$ cat src/design/amd_pkg.sv
// Package with the register map, reset values and defaults of the amplitude Manchester demodulator.
`default_nettype none

package amd_pkg;

	localparam int unsigned ErrorLimitDefault = 64;
	localparam int unsigned SumWidthDefault   = 20;

	localparam int unsigned ClockWidth  = 13;
	localparam int unsigned OffsetWidth = 20;
	localparam int unsigned ThrWidth    = 8;
	localparam int unsigned DcWidth     = 8;
	localparam int unsigned SampleWidth = 8;
	localparam int unsigned PhaseWidth  = 12;
	localparam int unsigned HalfWidth   = 12;
	localparam int unsigned ErrWidth    = 7;
	localparam int unsigned CfgWidth    = 20;
	localparam int unsigned IndexWidth  = 2;

	localparam logic [ClockWidth-1:0] ClockMin   = 13'd2;
	localparam logic [ClockWidth-1:0] ClockMax   = 13'd4096;
	localparam logic [ClockWidth-1:0] ClockReset = 13'd768;
	localparam logic [ThrWidth-1:0]   ThrReset   = 8'd16;

	typedef enum logic [IndexWidth-1:0] {
		REG_BIT_CLOCK       = 2'd0,
		REG_START_OFFSET    = 2'd1,
		REG_LEVEL_THRESHOLD = 2'd2,
		REG_DC_OFFSET       = 2'd3
	} reg_index_t;

	typedef enum logic [1:0] {
		FEED_NONE = 2'd0,
		FEED_BIT  = 2'd1,
		FEED_STOP = 2'd2
	} feed_code_t;

	typedef struct packed {
		logic                pend_valid;
		logic                pend_level;
		logic [ErrWidth-1:0] err_count;
		logic                stopped;
	} dec_state_t;

	typedef struct packed {
		dec_state_t st;
		feed_code_t code;
		logic       bit_val;
	} feed_res_t;

endpackage

`default_nettype wire

$ cat src/design/amplitude_manchester_demodulator_top.sv
// Top level of the amplitude Manchester demodulator with its stream ports and register port.
`default_nettype none

// Amplitude samples enter on the slave stream, one transfer per cycle at full rate unless the
// result register stalls. Each is held in the input register, then passes through the accumulate,
// half-judge and pair-decode logic into the result register. At most one result leaves on the
// master stream per sample; a stalled result register holds the input register and slave side.
// The half decision compares 2*sum+half against 2*threshold*half, so no divider is needed.
// When the error limit is reached a single result with the give-up flag is sent and further
// samples are dropped until the sample marked last, after which all decoder state clears.
module amplitude_manchester_demodulator_top
	import amd_pkg::*;
#(
	parameter int unsigned ERROR_LIMIT = ErrorLimitDefault,
	parameter int unsigned SUM_WIDTH   = SumWidthDefault
) (
	input  wire logic                   clk,
	input  wire logic                   arst_n,
	input  wire logic                   s_tvalid,
	output logic                        s_tready,
	input  wire logic [SampleWidth-1:0] s_tdata,  // [7:0] sample (signed)
	input  wire logic                   s_tlast,
	output logic                        m_tvalid,
	input  wire logic                   m_tready,
	output logic [7:0]                  m_tdata,  // [0] bit_res, [7:1] zero
	output logic                        m_tuser,  // [0] gave_up
	input  wire logic                   cfg_we,
	input  wire logic [IndexWidth-1:0]  cfg_index,
	input  wire logic [CfgWidth-1:0]    cfg_data
);

	localparam int unsigned JW = (SUM_WIDTH + 2 > 22) ? SUM_WIDTH + 2 : 22;
	localparam logic [ErrWidth-1:0] ErrLimit = ErrWidth'(ERROR_LIMIT);
	localparam logic [SUM_WIDTH:0] SumMax = {1'b0, {SUM_WIDTH{1'b1}}};

	function automatic feed_res_t feed_half(input dec_state_t d, input logic lvl);
		feed_res_t r;
		r.st      = d;
		r.code    = FEED_NONE;
		r.bit_val = 1'b0;
		if (!d.pend_valid) begin
			r.st.pend_valid = 1'b1;
			r.st.pend_level = lvl;
		end else if (d.pend_level != lvl) begin
			r.bit_val       = d.pend_level;
			r.st.pend_valid = 1'b0;
			r.code          = FEED_BIT;
		end else begin
			r.st.err_count = d.err_count + 1'b1;
			if (r.st.err_count >= ErrLimit) begin
				r.st.stopped = 1'b1;
				r.code       = FEED_STOP;
			end
		end
		return r;
	endfunction

	logic [ClockWidth-1:0]  bit_clock_q;
	logic [OffsetWidth-1:0] start_offset_q;
	logic [ThrWidth-1:0]    threshold_q;
	logic [DcWidth-1:0]     dc_offset_q;

	logic [OffsetWidth-1:0] skip_q;
	logic [PhaseWidth-1:0]  phase_q;
	logic [SUM_WIDTH-1:0]   sum_q;
	logic                   first_level_q;
	dec_state_t             dec_q;

	logic                   valid_s1;
	logic [SampleWidth-1:0] sample_s1;
	logic                   last_s1;

	logic out_valid_q;
	logic out_bit_q;
	logic out_gave_q;

	logic proceed;

	logic [ClockWidth-1:0]  clk_eff;
	logic [HalfWidth-1:0]   half;
	logic [ClockWidth-1:0]  two_half;
	logic [ClockWidth-1:0]  phase_ext;
	logic [ClockWidth-1:0]  phase_inc;
	logic signed [8:0]      diff;
	logic [8:0]             diff_abs;
	logic [7:0]             mag;
	logic [SUM_WIDTH:0]     sum_wide;
	logic [SUM_WIDTH-1:0]   sum_sat;
	logic [JW-1:0]          judge_lhs;
	logic [JW-1:0]          judge_rhs;
	logic                   level_now;

	logic [OffsetWidth-1:0] skip_d;
	logic [PhaseWidth-1:0]  phase_d;
	logic [SUM_WIDTH-1:0]   sum_d;
	logic                   first_level_d;
	dec_state_t             dec_d;
	logic                   emit;
	logic                   emit_bit;
	logic                   emit_gave;
	feed_res_t              f1;
	feed_res_t              f2;

	assign proceed  = !out_valid_q || m_tready;
	assign s_tready = !valid_s1 || proceed;
	assign m_tvalid = out_valid_q;
	assign m_tdata  = {7'd0, out_bit_q};
	assign m_tuser  = out_gave_q;

	always_comb begin
		if (bit_clock_q < ClockMin) begin
			clk_eff = ClockMin;
		end else if (bit_clock_q > ClockMax) begin
			clk_eff = ClockMax;
		end else begin
			clk_eff = bit_clock_q;
		end
		half      = clk_eff[ClockWidth-1:1];
		two_half  = {half, 1'b0};
		phase_ext = {1'b0, phase_q};
		phase_inc = phase_ext + 1'b1;

		diff     = $signed({sample_s1[7], sample_s1}) - $signed({dc_offset_q[7], dc_offset_q});
		diff_abs = diff[8] ? 9'(-diff) : 9'(diff);
		mag      = diff_abs[7:0];

		sum_wide = {1'b0, sum_q} + {{(SUM_WIDTH - 7){1'b0}}, mag};
		sum_sat  = (sum_wide > SumMax) ? SumMax[SUM_WIDTH-1:0] : sum_wide[SUM_WIDTH-1:0];

		judge_lhs = JW'({sum_sat, 1'b0}) + JW'(half);
		judge_rhs = (JW'(threshold_q) * JW'(half)) << 1;
		level_now = judge_lhs >= judge_rhs;

		skip_d        = skip_q;
		phase_d       = phase_q;
		sum_d         = sum_q;
		first_level_d = first_level_q;
		dec_d         = dec_q;
		emit          = 1'b0;
		emit_bit      = 1'b0;
		emit_gave     = 1'b0;
		f1            = feed_half(dec_q, first_level_q);
		f2            = feed_half(f1.st, level_now);

		if (!dec_q.stopped) begin
			if (skip_q < start_offset_q) begin
				skip_d = skip_q + 1'b1;
			end else begin
				if (phase_ext < two_half) begin
					sum_d = sum_sat;
					if (phase_ext == ClockWidth'(half - 1'b1)) begin
						first_level_d = level_now;
						sum_d         = '0;
					end else if (phase_ext == two_half - 1'b1) begin
						sum_d = '0;
						if (f1.code == FEED_STOP) begin
							dec_d     = f1.st;
							emit      = 1'b1;
							emit_gave = 1'b1;
						end else begin
							dec_d = f2.st;
							if (f1.code == FEED_BIT) begin
								emit     = 1'b1;
								emit_bit = f1.bit_val;
							end
							if (f2.code == FEED_BIT) begin
								emit     = 1'b1;
								emit_bit = f2.bit_val;
							end else if (f2.code == FEED_STOP) begin
								emit      = 1'b1;
								emit_bit  = 1'b0;
								emit_gave = 1'b1;
							end
						end
					end
				end
				phase_d = (phase_inc >= clk_eff) ? '0 : phase_inc[PhaseWidth-1:0];
			end
		end

		if (last_s1) begin
			skip_d        = '0;
			phase_d       = '0;
			sum_d         = '0;
			first_level_d = 1'b0;
			dec_d         = '0;
		end
	end

	always_ff @(posedge clk or negedge arst_n) begin
		if (!arst_n) begin
			bit_clock_q    <= ClockReset;
			start_offset_q <= '0;
			threshold_q    <= ThrReset;
			dc_offset_q    <= '0;
		end else if (cfg_we) begin
			unique case (reg_index_t'(cfg_index))
				REG_BIT_CLOCK:       bit_clock_q    <= cfg_data[ClockWidth-1:0];
				REG_START_OFFSET:    start_offset_q <= cfg_data[OffsetWidth-1:0];
				REG_LEVEL_THRESHOLD: threshold_q    <= cfg_data[ThrWidth-1:0];
				REG_DC_OFFSET:       dc_offset_q    <= cfg_data[DcWidth-1:0];
				default: ;
			endcase
		end
	end

	always_ff @(posedge clk or negedge arst_n) begin
		if (!arst_n) begin
			valid_s1      <= 1'b0;
			skip_q        <= '0;
			phase_q       <= '0;
			sum_q         <= '0;
			first_level_q <= 1'b0;
			dec_q         <= '0;
			out_valid_q   <= 1'b0;
		end else begin
			if (s_tready) begin
				valid_s1 <= s_tvalid;
			end
			if (valid_s1 && proceed) begin
				skip_q        <= skip_d;
				phase_q       <= phase_d;
				sum_q         <= sum_d;
				first_level_q <= first_level_d;
				dec_q         <= dec_d;
			end
			if (proceed) begin
				out_valid_q <= valid_s1 && emit;
			end
		end
	end

	always_ff @(posedge clk) begin
		if (s_tready) begin
			sample_s1 <= s_tdata;
			last_s1   <= s_tlast;
		end
		if (proceed) begin
			out_bit_q  <= emit_bit;
			out_gave_q <= emit_gave;
		end
	end

endmodule

`default_nettype wire
$ cat config.mk
export PLATFORM = sky130hd
export DESIGN_NAME = amplitude_manchester_demodulator_top
export DESIGN_NICKNAME = d
export VERILOG_FILES = /design/src/design/amd_pkg.sv /design/src/design/amplitude_manchester_demodulator_top.sv
export SDC_FILE = /design/constraint.sdc
export NUM_CORES = 1
export LEC_CHECK = 0
export ABC_AREA = 1
export ABC_CLOCK_PERIOD_IN_PS = 21400
export BUFFER_PORTS_ARGS = -buffer_cell sky130_fd_sc_hd__buf_2
export CAP_MARGIN = 20
export CORE_MARGIN = 2
export CORE_UTILIZATION = 35
export CTS_BUF_LIST = sky130_fd_sc_hd__clkbuf_8
export CTS_CLUSTER_SIZE = 40
export DETAILED_ROUTE_END_ITERATION = 12
export PLACE_DENSITY_LB_ADDON = 0.08
export SETUP_SLACK_MARGIN = 0.02
export SLEW_MARGIN = 20
export SYNTH_ARGS = -nofsm -noshare
export SYNTH_HDL_FRONTEND = slang
export SYNTH_SLANG_ARGS = --single-unit
$ cat constraint.sdc
create_clock -name clk -period 21.4 [get_ports clk]
set_input_delay 3.21 -clock clk [delete_from_list [all_inputs] [get_ports clk]]
set_output_delay 3.21 -clock clk [all_outputs]
set_load 0.1 [all_outputs]
==> flow_summary.toml <==
[logic_synthesis]
synth_cell_types = 56
synth_edf_count = 11
synth_common_cells = "nand2_1, inv_1, nor2_1, ha_1, nand3_1"
yosys.area.top_type = "dfrtp_1"
synth_top_cell_area_share_pct = 21.8
synth_ff_type = "dfrtp_1"
ys_ff_latch = 125
synth_area_leaders = "dfrtp_1, ha_1, nand2_1"
ys_warn_count = 0
synthCells = 1723
synth.avg_cell_area_um2 = 7.41
synth.most_common_cell = "nand2_1"
ys_async_sr_fraction_pct = 91.2
ys_seq_area_share_pct = 25.0
syn_area_mm2 = 0.0128

[sta]
rsz0062_at_grt = "no"
fin_setup_tns_ns = 0
tightest_slew_ns = 0.917
drv_slew = 0
whs_ns = 0.485
period_share_pct = 43.3
max_freq_ghz = 0.108
fin_crit_ns = 9.27
clock_skew_ns = 0.0171
hold_viol_final = 0
layout_setup_ws_ns = 12.13
setup_viol_count_final = 0
slew_headroom_pct = 38.8

[die]
core_area_mm2 = 0.0357
boundaryPins = 47
num_rows = 69
die_y_um = 195
die_area_mm2 = 0.0380
start_util_pct = 35.7
fp.dieW_um = 195

[run]
max_cap_violations = 0

[pwr]
switching_share_pct = 49.4
power.switching_mw = 0.678
pwr-share-seq_pct = 21.5
p_clk_share_pct = 17.8
power.density_mw_per_mm2 = 99.1
peakVddDrop_v = 0.0000593
internal-power_mw = 0.694
p_comb_share_pct = 60.7
leakage_nw = 7.22

[min_path]
worstHoldStart = "dec_q[6]"
hold_path_class = "flip-flop to flip-flop"

[clock_network]
clkTransAtPathRegs_ns = 0.08
root_buffer = "clkbuf_8"
holdBufCountCts = 0
cts_resized = 0
clock_path_buffers = 2
cts-buffers-inserted = 17
cts_tree = "yes"
clk_latency_ns = 0.49
htreeDepth = 4
numClockSinks = 125
cts_setup_buffers = 0

[drt]
wl_per_cell_um = 16.3
route.vias.total = 10980
first_iter_violations = 498
drc = 0
drt_wl_total_mm = 36.4
postRouteAntennaNets = 0
via_per_inst = 4.92
dr.pass1.iters = 5

[worst_setup_path]
cpMostUsedCell = "nand2_1"
crit_fanout = 16
crit_path_end_kind = "flip-flop"
crit_slowest_cell = "nand3_1"
critical_path_class = "flip-flop to flip-flop"
worstPathRequired_ns = 21.77
cp.arrival_ns = 9.64
critPathLaunch = "sample_s1[0]"
cp-start-kind = "flip-flop"
r2r_start = "sample_s1[0]"
slowest_delay_ns = 0.49

[placement]
place_ws_ns = 12.23
dp_hpwl_mm = 28.7
port_buffers = 39
gp_congestion = 0.855

[layout]
regArea_mm2 = 0.00319
insertedDiodeCount = 0
multi_input_area_mm2 = 0.00829
syn2layout_area_growth_pct = 8.42
final_nets = 1997
final.fill_count = 3864
drive_gt1_share_pct = 6.78

[grt]
grt_pass1_wl_mm = 60.1
grt_pass1_vias = 11112
grt_use_total_pct = 20.1
grt_max_degree = 68
antenna_found_initial = 0
overflow = 0

[run_status]
status = "finished, final reports clean"
[sequential cells by signal (all words and copies together), names as in the netlist]
signal	flops
m_tuser	1
valid_s1	1
out_bit_q	1
last_s1	1
phase_q	12
first_level_q	1
sum_q	20
m_tvalid	1
skip_q	20
bit_clock_q	13
dec_q	10
sample_s1	8
start_offset_q	20
threshold_q	8
dc_offset_q	8
[metal layers]
layer / GRT usage [%] / up-vias / share of wire [%]
met4: 5.15 / 0 / 1.6
met1: 26.9 / 5182 / 48
li1: - / 5625 / -
met3: 3.26 / 34 / 2.9
met5: 0 / - / 0
met2: 33.9 / 139 / 48
[area by class of cell]
cell class	count	share of cell area, %
inverter	288	7.86
tap	461	4.17
timing repair buffer	48	1.92
clock inverter	14	1.32
clock buffer	18	1.79
multi-input combinational	1278	59.9
sequential	125	23.0
[layout by cell type (no fill, tap or decap), drive strengths merged, types with 5 or more instances in the layout]
cell type / count
a211oi: 5
a21oi: 88
a31oi: 5
buf: 48
clkbuf: 18
clkinv: 9
conb: 7
dfrtp: 111
edfxtp: 11
fa: 63
ha: 140
inv: 289
nand2: 396
nand3: 135
nand4: 26
nor2: 157
nor3: 31
nor4: 8
o21ai: 97
o21bai: 6
o22ai: 11
o31ai: 8
xnor2: 19
xor2: 53
[critical path, delay by kind of cell, from the launching register on]
| kind | cells | cell delay [ns] |
|---|---|---|
| simple gates | 35 | 3.86 |
| flops | 1 | 0.36 |
| buf+inv | 9 | 0.97 |
| xor+xnor | 3 | 0.41 |
| compound gates | 10 | 1.70 |
| fa+ha+maj | 7 | 1.84 |
[kinds of logic (layout without fill, tap and decap cells)]
group,Yosys count,in the layout,synth area share (%)
and+or+nand+nor,763,763,25.9
xor gates and xnor gates,72,72,4.94
AOI/OAI and AO/OA,233,233,10.3
other,1,7,0.0294
buffers and inverters,326,368,10.2
adders and majority gates,203,203,23.6
DFF,125,125,25.0
[metrics by stage]
| stage | util [%] | instance area (um2) | total power [mW] | cells |
|---|---|---|---|---|
| after floorplan | - | 12800 | 0.922 | 1729 |
| after global placement | 37.5 | 13400 | 1.14 | 2200 |
| after detailed placement | 37.5 | 13400 | 1.14 | 2200 |
| after CTS | 38.7 | 13800 | 1.39 | 2232 |
| after global routing | 38.7 | 13800 | 1.53 | 2232 |
| final | 38.7 | 13800 | 1.37 | 2232 |
[power by group through the flow]
stage               sequential (mW)  clock (mW)  combinational, mW
floorplan                     0.286           0              0.636
global route                  0.300       0.263              0.969
global placement              0.300           0              0.836
CTS                           0.295       0.253              0.847
detailed placement            0.300           0              0.840
finish                        0.295       0.244              0.832
[final timing paths]
path                                      endpoint  slack, ns  depth (start not counted)
worst max-delay path                      dec_q[6]      12.13                         64
worst min-delay path                      dec_q[6]       0.49                          2
worst max register to register            dec_q[6]      12.13                         64
worst min register to register            dec_q[6]       0.49                          2
max in group asynchronous                 dec_q[3]      17.26                          2
min in group asynchronous       start_offset_q[15]       2.76                          1
Power figures use the tool's default switching activity.
